**config.mk**
```make
export PLATFORM = sky130hd
export DESIGN_NAME = tmeu_ctrl
export DESIGN_NICKNAME = d
export VERILOG_FILES = /design/src/hw/rtl/tmeu_pkg.sv /design/src/hw/rtl/tmeu_ctrl.sv
export SDC_FILE = /design/constraint.sdc
export NUM_CORES = 1
export LEC_CHECK = 0
export BUFFER_PORTS_ARGS = -buffer_cell sky130_fd_sc_hd__buf_2
export CORE_ASPECT_RATIO = 1.5
export CORE_UTILIZATION = 59
export CTS_CLUSTER_DIAMETER = 150
export DETAILED_ROUTE_END_ITERATION = 10
export PLACE_DENSITY = 0.76
export SYNTH_ARGS = -nofsm -noshare
export SYNTH_HDL_FRONTEND = slang
export SYNTH_SLANG_ARGS = --single-unit
```
**constraint.sdc**
```tcl
create_clock -name clk -period 5.5 [get_ports clk]
set_clock_uncertainty 0.2 [all_clocks]
set_input_delay 1.1 -clock clk [delete_from_list [all_inputs] [get_ports clk]]
set_output_delay 1.1 -clock clk [all_outputs]
set_load 0.1 [all_outputs]
```
**src/hw/rtl/tmeu_pkg.sv**
```systemverilog
// ----------------------------------------------------------------------------
// tmeu_pkg
// Opcodes, micro-operation encoding and the micro-program of the tape machine
// execute unit.
// ----------------------------------------------------------------------------
package tmeu_pkg;

  localparam int KIND_W = 5;
  localparam int STEP_W = 4;

  localparam logic [KIND_W-1:0] K_ADVANCE      = 5'd0;
  localparam logic [KIND_W-1:0] K_DECR1MX      = 5'd1;
  localparam logic [KIND_W-1:0] K_FALSEJUMP    = 5'd2;
  localparam logic [KIND_W-1:0] K_GIVE         = 5'd3;
  localparam logic [KIND_W-1:0] K_INCR         = 5'd4;
  localparam logic [KIND_W-1:0] K_INCR1MX      = 5'd5;
  localparam logic [KIND_W-1:0] K_M1ZERO       = 5'd6;
  localparam logic [KIND_W-1:0] K_MOVE         = 5'd7;
  localparam logic [KIND_W-1:0] K_MOVEWHILE    = 5'd8;
  localparam logic [KIND_W-1:0] K_MXDECR1      = 5'd9;
  localparam logic [KIND_W-1:0] K_MXINCR1      = 5'd10;
  localparam logic [KIND_W-1:0] K_OFFINCR      = 5'd11;
  localparam logic [KIND_W-1:0] K_PRINT        = 5'd12;
  localparam logic [KIND_W-1:0] K_READ         = 5'd13;
  localparam logic [KIND_W-1:0] K_TAKE         = 5'd14;
  localparam logic [KIND_W-1:0] K_TERMINATE    = 5'd15;
  localparam logic [KIND_W-1:0] K_TRUEJUMP     = 5'd16;
  localparam logic [KIND_W-1:0] K_VALUE        = 5'd17;
  localparam logic [KIND_W-1:0] K_WHILEDECROI2 = 5'd18;
  localparam logic [KIND_W-1:0] K_WHILEIM2     = 5'd19;
  localparam logic [KIND_W-1:0] K_WHILEIM3     = 5'd20;
  localparam logic [KIND_W-1:0] K_WHILEMGM     = 5'd21;
  localparam logic [KIND_W-1:0] K_ZERO         = 5'd22;
  localparam logic [KIND_W-1:0] K_ZERO2IF      = 5'd23;
  localparam logic [KIND_W-1:0] K_ZEROM1       = 5'd24;

  typedef enum logic [3:0] {
    A_NOP, A_RD, A_WR, A_MV, A_SAV, A_TEST, A_BR1, A_BRZ, A_BRNZ, A_PRINT, A_HALT
  } act_t;

  typedef enum logic [3:0] {
    S_ZERO, S_ONE, S_MONE, S_V, S_H0, S_H1, S_H2, S_H3, S_H4, S_H5
  } src_t;

  typedef enum logic [1:0] {D_ADD, D_SAV, D_ZERO, D_IN} dat_t;

  // flags: {long loop limit, last step, loop back}
  localparam logic [2:0] F_NONE = 3'b000;
  localparam logic [2:0] F_LNG  = 3'b100;
  localparam logic [2:0] F_LAST = 3'b010;
  localparam logic [2:0] F_LOOP = 3'b001;

  typedef struct packed {
    act_t       act;
    src_t       off;
    src_t       amt;
    dat_t       dat;
    logic       lng;
    logic       last;
    logic       loop;
  } uop_t;

  typedef struct packed {
    logic load;
    logic clr;
    logic rd;
    logic wr;
    logic mv;
    logic sav;
    logic push;
    src_t off;
    src_t amt;
    dat_t dat;
  } cmd_t;

  typedef struct packed {
    logic       zero;
    logic       clr_last;
    logic [7:0] rdata;
  } sts_t;

  function automatic uop_t u_wr(src_t o, src_t m, dat_t d, logic [2:0] f);
    uop_t r;
    r = '{act: A_WR, off: o, amt: m, dat: d, lng: f[2], last: f[1], loop: f[0]};
    return r;
  endfunction

  function automatic uop_t u_act(act_t a, src_t o, logic [2:0] f);
    uop_t r;
    r = '{act: a, off: o, amt: S_ZERO, dat: D_ADD, lng: f[2], last: f[1], loop: f[0]};
    return r;
  endfunction

  // Micro-program: one entry per step of each opcode.
  function automatic uop_t ucode(logic [KIND_W-1:0] kind, logic [STEP_W-1:0] step);
    uop_t r;
    r = u_act(A_NOP, S_ZERO, F_LAST);
    case (kind)
      K_ADVANCE: r = u_act(A_BR1, S_ZERO, F_LAST);
      K_DECR1MX, K_INCR1MX: begin
        case (step)
          4'd0:    r = u_act(A_RD, S_ZERO, F_NONE);
          4'd1:    r = u_wr(S_ZERO, (kind == K_DECR1MX) ? S_MONE : S_ONE, D_ADD, F_NONE);
          default: r = u_act(A_MV, S_V, F_LAST);
        endcase
      end
      K_FALSEJUMP, K_TRUEJUMP, K_PRINT: begin
        case (step)
          4'd0:    r = u_act(A_RD, S_ZERO, F_NONE);
          default: r = u_act((kind == K_FALSEJUMP) ? A_BRZ :
                             (kind == K_TRUEJUMP) ? A_BRNZ : A_PRINT, S_ZERO, F_LAST);
        endcase
      end
      K_GIVE: begin
        case (step)
          4'd0:    r = u_act(A_RD, S_ZERO, F_NONE);
          4'd1:    r = u_act(A_SAV, S_ZERO, F_NONE);
          4'd2:    r = u_act(A_RD, S_V, F_NONE);
          4'd3:    r = u_wr(S_V, S_ZERO, D_SAV, F_NONE);
          default: r = u_wr(S_ZERO, S_ZERO, D_ZERO, F_LAST);
        endcase
      end
      K_TAKE: begin
        case (step)
          4'd0:    r = u_act(A_RD, S_V, F_NONE);
          4'd1:    r = u_act(A_SAV, S_ZERO, F_NONE);
          4'd2:    r = u_act(A_RD, S_ZERO, F_NONE);
          4'd3:    r = u_wr(S_ZERO, S_ZERO, D_SAV, F_NONE);
          default: r = u_wr(S_V, S_ZERO, D_ZERO, F_LAST);
        endcase
      end
      K_INCR, K_OFFINCR: begin
        case (step)
          4'd0:    r = u_act(A_RD, (kind == K_INCR) ? S_ZERO : S_H0, F_NONE);
          default: r = u_wr((kind == K_INCR) ? S_ZERO : S_H0, S_V, D_ADD, F_LAST);
        endcase
      end
      K_M1ZERO: begin
        case (step)
          4'd0:    r = u_act(A_MV, S_ONE, F_NONE);
          default: r = u_wr(S_ZERO, S_ZERO, D_ZERO, F_LAST);
        endcase
      end
      K_ZEROM1: begin
        case (step)
          4'd0:    r = u_wr(S_ZERO, S_ZERO, D_ZERO, F_NONE);
          default: r = u_act(A_MV, S_ONE, F_LAST);
        endcase
      end
      K_MOVE:      r = u_act(A_MV, S_V, F_LAST);
      K_READ:      r = u_wr(S_ZERO, S_ZERO, D_IN, F_LAST);
      K_ZERO:      r = u_wr(S_ZERO, S_ZERO, D_ZERO, F_LAST);
      K_TERMINATE: r = u_act(A_HALT, S_ZERO, F_LAST);
      K_MOVEWHILE: begin
        case (step)
          4'd0:    r = u_act(A_RD, S_ZERO, F_NONE);
          4'd1:    r = u_act(A_TEST, S_ZERO, F_NONE);
          default: r = u_act(A_MV, S_V, F_LOOP);
        endcase
      end
      K_MXDECR1, K_MXINCR1: begin
        case (step)
          4'd0:    r = u_act(A_RD, S_V, F_NONE);
          4'd1:    r = u_wr(S_V, (kind == K_MXDECR1) ? S_MONE : S_ONE, D_ADD, F_NONE);
          default: r = u_act(A_MV, S_V, F_LAST);
        endcase
      end
      K_WHILEDECROI2: begin
        case (step)
          4'd0:    r = u_act(A_RD, S_ZERO, F_NONE);
          4'd1:    r = u_act(A_TEST, S_ZERO, F_LNG);
          4'd2:    r = u_wr(S_ZERO, S_MONE, D_ADD, F_NONE);
          4'd3:    r = u_act(A_RD, S_H1, F_NONE);
          4'd4:    r = u_wr(S_H1, S_ONE, D_ADD, F_NONE);
          4'd5:    r = u_act(A_RD, S_H0, F_NONE);
          default: r = u_wr(S_H0, S_ONE, D_ADD, F_LOOP);
        endcase
      end
      K_WHILEIM2: begin
        case (step)
          4'd0:    r = u_act(A_RD, S_ZERO, F_NONE);
          4'd1:    r = u_act(A_TEST, S_ZERO, F_LNG);
          4'd2:    r = u_wr(S_ZERO, S_H3, D_ADD, F_NONE);
          4'd3:    r = u_act(A_MV, S_H2, F_NONE);
          4'd4:    r = u_act(A_RD, S_ZERO, F_NONE);
          4'd5:    r = u_wr(S_ZERO, S_H1, D_ADD, F_NONE);
          default: r = u_act(A_MV, S_H0, F_LOOP);
        endcase
      end
      K_WHILEIM3: begin
        case (step)
          4'd0:    r = u_act(A_RD, S_ZERO, F_NONE);
          4'd1:    r = u_act(A_TEST, S_ZERO, F_LNG);
          4'd2:    r = u_wr(S_ZERO, S_H5, D_ADD, F_NONE);
          4'd3:    r = u_act(A_MV, S_H4, F_NONE);
          4'd4:    r = u_act(A_RD, S_ZERO, F_NONE);
          4'd5:    r = u_wr(S_ZERO, S_H3, D_ADD, F_NONE);
          4'd6:    r = u_act(A_MV, S_H2, F_NONE);
          4'd7:    r = u_act(A_RD, S_ZERO, F_NONE);
          4'd8:    r = u_wr(S_ZERO, S_H1, D_ADD, F_NONE);
          default: r = u_act(A_MV, S_H0, F_LOOP);
        endcase
      end
      K_WHILEMGM: begin
        case (step)
          4'd0:    r = u_act(A_RD, S_ZERO, F_NONE);
          4'd1:    r = u_act(A_TEST, S_ZERO, F_LNG);
          4'd2:    r = u_act(A_MV, S_H1, F_NONE);
          4'd3:    r = u_act(A_RD, S_ZERO, F_NONE);
          4'd4:    r = u_act(A_SAV, S_ZERO, F_NONE);
          4'd5:    r = u_act(A_RD, S_H0, F_NONE);
          4'd6:    r = u_wr(S_H0, S_ZERO, D_SAV, F_NONE);
          4'd7:    r = u_wr(S_ZERO, S_ZERO, D_ZERO, F_NONE);
          default: r = u_act(A_MV, S_V, F_LOOP);
        endcase
      end
      K_ZERO2IF: begin
        case (step)
          4'd0:    r = u_act(A_RD, S_ZERO, F_NONE);
          4'd1:    r = u_act(A_TEST, S_ZERO, F_NONE);
          4'd2:    r = u_wr(S_ZERO, S_ZERO, D_ZERO, F_NONE);
          default: r = u_wr(S_ONE, S_ZERO, D_ZERO, F_LAST);
        endcase
      end
      default: r = u_act(A_NOP, S_ZERO, F_LAST);
    endcase
    return r;
  endfunction

endpackage

```
**src/hw/rtl/tmeu_ctrl.sv**
```systemverilog
// ----------------------------------------------------------------------------
// tmeu_ctrl
// Micro-sequencer: walks the micro-program of the current opcode, counts loop
// iterations and collects the result flags.
// ----------------------------------------------------------------------------
module tmeu_ctrl #(
  parameter int TAPE_CELLS = 32768
) (
  input  logic                        clk,
  input  logic                        rst_n,
  input  logic                        in_tvalid,
  output logic                        in_tready,
  input  logic [tmeu_pkg::KIND_W-1:0] in_kind,
  input  logic                        out_free,
  input  tmeu_pkg::sts_t              sts,
  output tmeu_pkg::cmd_t              cmd,
  output logic                        done,
  output logic                        res_br,
  output logic                        res_print,
  output logic                        res_halt
);
  import tmeu_pkg::*;

  localparam int CNT_W = $clog2(TAPE_CELLS) + 9;
  localparam logic [CNT_W-1:0] LIM_M = CNT_W'(TAPE_CELLS);
  localparam logic [CNT_W-1:0] LIM_L = CNT_W'(TAPE_CELLS * 256);

  typedef enum logic [1:0] {ST_CLEAR, ST_IDLE, ST_RUN, ST_DONE} state_t;

  state_t              state_r;
  logic [STEP_W-1:0]   step_r;
  logic [CNT_W-1:0]    cnt_r;
  logic [KIND_W-1:0]   kind_r;
  logic                halt_r, br_r, prn_r;
  uop_t                uop;
  logic                run, hit, fin, accept;

  assign uop       = ucode(kind_r, step_r);
  assign run       = (state_r == ST_RUN);
  assign in_tready = (state_r == ST_IDLE);
  assign accept    = in_tvalid && in_tready;
  assign hit       = uop.lng ? (cnt_r == LIM_L) : (cnt_r == LIM_M);
  assign fin       = uop.last || ((uop.act == A_TEST) && (sts.zero || hit));
  assign done      = (state_r == ST_DONE) && out_free;
  assign res_br    = br_r;
  assign res_print = prn_r;
  assign res_halt  = halt_r;

  always_comb begin
    cmd      = '0;
    cmd.off  = uop.off;
    cmd.amt  = uop.amt;
    cmd.dat  = uop.dat;
    cmd.load = accept;
    cmd.clr  = (state_r == ST_CLEAR);
    cmd.rd   = run && (uop.act == A_RD);
    cmd.wr   = run && (uop.act == A_WR);
    cmd.mv   = run && (uop.act == A_MV);
    cmd.sav  = run && (uop.act == A_SAV);
    cmd.push = run && fin;
  end

  always_ff @(posedge clk) begin
    if (accept)
      kind_r <= in_kind;
    if (!rst_n) begin
      state_r <= ST_CLEAR;
      step_r  <= '0;
      cnt_r   <= '0;
      halt_r  <= 1'b0;
      br_r    <= 1'b0;
      prn_r   <= 1'b0;
    end else begin
      case (state_r)
        ST_CLEAR: begin
          if (sts.clr_last)
            state_r <= ST_IDLE;
        end
        ST_IDLE: begin
          if (accept) begin
            step_r  <= '0;
            cnt_r   <= '0;
            br_r    <= 1'b0;
            prn_r   <= 1'b0;
            state_r <= halt_r ? ST_DONE : ST_RUN;
          end
        end
        ST_RUN: begin
          case (uop.act)
            A_BR1:   br_r   <= 1'b1;
            A_BRZ:   br_r   <= sts.zero;
            A_BRNZ:  br_r   <= !sts.zero;
            A_PRINT: prn_r  <= 1'b1;
            A_HALT:  halt_r <= 1'b1;
            A_TEST:  cnt_r  <= cnt_r + 1'b1;
            default: ;
          endcase
          if (fin)
            state_r <= ST_DONE;
          else if (uop.loop)
            step_r <= '0;
          else
            step_r <= step_r + 1'b1;
        end
        ST_DONE: begin
          if (out_free)
            state_r <= ST_IDLE;
        end
        default: state_r <= ST_IDLE;
      endcase
    end
  end

endmodule

```
After elaboration in Yosys (flattened, before gate mapping)
Memory sizes are Yosys's and may differ from the RTL's. A register that Yosys moved wholly into a read port is not among the register bits. Cells that the tools add are included.

Equal/unequal tests: 51. Reduce and logical (&&, ||, !) cells: 26. Add/sub/neg operators: 2. Muxes and demuxes: 42.

Operators by type and width (count): one-hot mux 17 bit (19 select lines) (1); one-hot mux 16 bit (4 select lines) (2); one-hot mux 16 bit (6 select lines) (1); one-hot mux 16 bit (5 select lines) (1); one-hot mux 15 bit (2 select lines) (2); 2-to-1 mux 24 bit (2); one-hot mux 16 bit (3 select lines) (1); one-hot mux 24 bit (2 select lines) (1); == test 5 x 4 -> 1 bit (second input constant) (8); == test 5 bit (second input constant) (8); 2-to-1 mux 17 bit (2); one-hot mux 16 bit (2 select lines) (1); 2-to-1 mux 14 bit (2); adder 24 x 1 -> 24 bit (second input constant) (1); == test 24 x 16 -> 1 bit (second input constant) (1); == test 24 bit (second input constant) (1); == test 4 x 3 -> 1 bit (second input constant) (6); 2-to-1 mux 4 bit (6); == test 5 x 3 -> 1 bit (second input constant) (4); == test 4 x 2 -> 1 bit (second input constant) (4); 2-to-1 mux 15 bit (1); == test 4 bit (second input constant) (3); 2-to-1 mux 2 bit (6); AND reduction 3 bit (4); 26 further kinds (52).

Output and inout bits: 22. Bits in registers: 38. Logic and storage cells: 130. Input bits: 19. Memories kept: 2. Bits in read-only memories: 256.

Memory list: (no name shown) (words 16, width 12, read ports 1, clocked after memory_dff 1, write ports 0, RTL line tmeu_pkg.sv:191) `case (step)`; (no name shown) (words 8, width 8, read ports 1, clocked after memory_dff 1, write ports 0, RTL line tmeu_pkg.sv:205) `case (step)`.

Longest topological paths before layout
Depth in word-level cells: 13. Depth in mapped cells: 16.

Least setup slack after synthesis
OpenSTA, ideal clock, no wires.

Path type: register to output. From: register step_r[0]. To: output port cmd[11] (netlist name). Path slack: -0.639 ns. Stages on the path, launching flop included: 10. Data arrival time: 4.839 ns. Path buffers: 1. Path through: dfxtp_1 inv_1 ha_1 buf_2 nor2_1 nor2_1 a31oi_1 nand4_1 or3_4 nor4_1.

RTL lines: start, declared (RTL line tmeu_ctrl.sv:31) `logic [STEP_W-1:0] step_r;`; start signal, assigned (RTL line tmeu_ctrl.sv:103) `step_r <= step_r + 1'b1;`; end, declared (RTL line tmeu_ctrl.sv:16) `output tmeu_pkg::cmd_t cmd,`.

==> results by group <==
Cells and area
  – Area growth syn-to-layout: 10.1%
  – Commonest non-fill, non-tap cells in the layout: 57 x nor2_1, 52 x dfxtp_1, 41 x nand2_1, 32 x buf_2, 24 x inv_1
  – Number of antenna diodes: 0
  – Post-layout util: 67.9%
  – Layout cells sized above 1: 14.8%
  – Most common cell after layout, fill and taps aside: nor2_1
  – Fillcell total: 571
  – Layout Nets: 543
  – Layout Cells excl Fill: 587
  – Final Instance Area: 4220 sq um

Setup path
  – Setup crit end kind: output port
  – WS Path Type: register to output port
  – CP Max Fanout: 21
  – Startpoint Class: register
  – Worst EP arrival: 3750 ps
  – Data required time of the worst path: 4200 ps
  – R2R depth: 13

Place
  – Pre-CTS WS: 902 ps
  – DP Cell Count: 571
  – Buffers on Ports: 32
  – Post-DP HPWL: 7.99 mm
  – RePlAce Congestion: 0.968
  – DP Area: 4020 sq um

Route
  – Initial DRC Count: 272
  – Drt wl/cell: 18.2 um
  – Post-Route WL: 10.7 mm
  – # DRC: 0
  – Vias/cell: 6.27
  – Post-route ant nets: 0
  – Vias post-DR: 3,679
  – Pre-antenna DRT Iters: 4

CTS
  – Clock Tree Root: clkbuf_8
  – CTS Hold Bufs: 0
  – Clock latency on the worst-skew pair: 340 ps
  – Clock transition at the registers of the reported paths: 80 ps
  – TritonCTS clock tree: yes
  – Clock buffer depth: 2
  – Htree depth: 3
  – CTS resizes: 0
  – Setup Buffers After CTS: 0
  – Sink Count: 57
  – CTS Buf Count: 9

STA
  – Hold Fails Final Rpt: 0
  – Worst slew pin tran: 1030 ps
  – Final Slew Violations: 0
  – Setup slack after layout: 454 ps
  – Setup violations, final: 0
  – Tmin final: 5050 ps
  – Slew headroom: 31.1%
  – Final period util: 91.7%
  – Fmax: 0.198 GHz
  – RSZ-0062 raised after global routing: false
  – Setup_tns: 0 ps
  – Final hold slack: 294 ps

Hold path
  – WHS Path Cells: 2
  – Hold Path Class: register to register

Die
  – Chip height: 101 um
  – Num rows: 35
  – Area of the die: 6830 sq um
  – IO Pins: 41
  – Core box area: 6220 sq um
  – Initial Util: 61.7%
  – Die width: 67.8 um

Logic synthesis
  – Ranking of synthesized cells by area: dfxtp_1 27%, nor2_1 5.6%, ha_1 5.2%
  – #FFs+latches synth: 57
  – Synthesized Nets: 518
  – Syn avg cell area: 7.94 sq um
  – Yosys cell types: 77
  – Yosys warning count: 0
  – Synth top area share: 27.1%
  – Most area-hungry cell type in the Yosys netlist: dfxtp_1
  – Predominant post-synthesis flop cell: dfxtp_1
  – Synth Cell Area: 3830 sq um
  – Sequential fraction of the synthesis area: 31.1%
  – EDFF count, synth: 5
  – Cell count after synthesis: 483
  – Async SR Flop Fraction: 0%

GRT
  – Initial antenna violation count: 0
  – GRT overflow: 0
  – Gr usage total: 33.4%
  – Vias in the first global route: 3,575
  – First-pass GRT wire length: 16.9 mm
  – Largest net degree at the start of global routing: 29

Job
  – Max-Cap Viols: 0

Pwr
  – Post-route total power: 1.41 mW
  – P per Cell Area: 334 nW/um^2
  – Pleak: 1.74 nW
  – VDD IR-drop max: 0.373 mV

Outcome
  – Outcome: finished, final reports clean
==> metal layers <==
layer / global-route usage, % / wire [um] / vias to the layer above
li1: - / - / 1791
met1: 35.8 / 4140 / 1730
met2: 58.0 / 5550 / 118
met3: 5.77 / 479 / 40
met4: 21.6 / 540 / 0
met5: 0 / 0 / -
==> cells by family after synthesis <==
kind of cell	count (synthesis)	share of synthesized area (%)
flops	57	31.1
buf+inv	55	6.53
xor+xnor	23	5.25
compound gates	107	20.5
mux	6	1.73
fa+ha+maj	16	5.22
simple gates	219	29.7
==> layout make-up <==
cell class                      count  area, sq um  area share, %
Timing Repair Buffer               42          235           5.57
Tap cell                           74         92.6           2.19
Inverter                           27          104           2.46
Clock inverter                      7         77.6           1.84
Sequential cell                    57         1190           28.2
Clock buffer                        9          124           2.93
Multi-Input combinational cell    371         2400           56.8
==> synth_stat cells (3+ instances only) <==
cell type  instances
o32a_1             3
buf_2              9
inv_1             24
a31oi_1            6
a211oi_1           3
o211ai_1           4
and3_1             9
ha_1              16
a21oi_1           22
mux2i_1            4
nor3_1            17
nor3b_1            6
and2_1             8
nand3_1           19
nand2b_1          12
o22ai_1            4
a21o_1             4
or2_2              3
buf_1              3
a211o_1            3
dfxtp_1           52
nand4_1           13
xor2_1            21
clkbuf_1          11
buf_6              3
nor2b_1            8
nand2_1           41
and4_1             6
nor4_1             7
o21bai_1           3
o21ai_0           15
nor2_1            57
edfxtp_1           5
o21ai_1            3
==> power by group <==
group / leakage (nW) / internal (mW) / switching (mW)
clock network: 0.100 / 0.213 / 0.190
registers: 0.465 / 0.440 / 0.0324
logic: 1.17 / 0.139 / 0.396
total: 1.74 / 0.792 / 0.618
==> worst max-delay path, stage by stage, from the launching register on <==
cell       delay, ps
edfxtp_1         690
nor3b_1          940
nand2_1          160
a2111oi_0        480
nor3_1           190
o2111a_2         260
nand3_1           90
nand4_1          120
and2_1           180
buf_2            280
==> final timing paths <==
path,start,to,slack [ps]
min reg2reg,res_print,res_print,290
min,res_print,res_print,290
max,kind_r[3],cmd[10],450
max reg2reg,kind_r[3],register,910
Note: power is estimated with default switching activity, not from simulation.
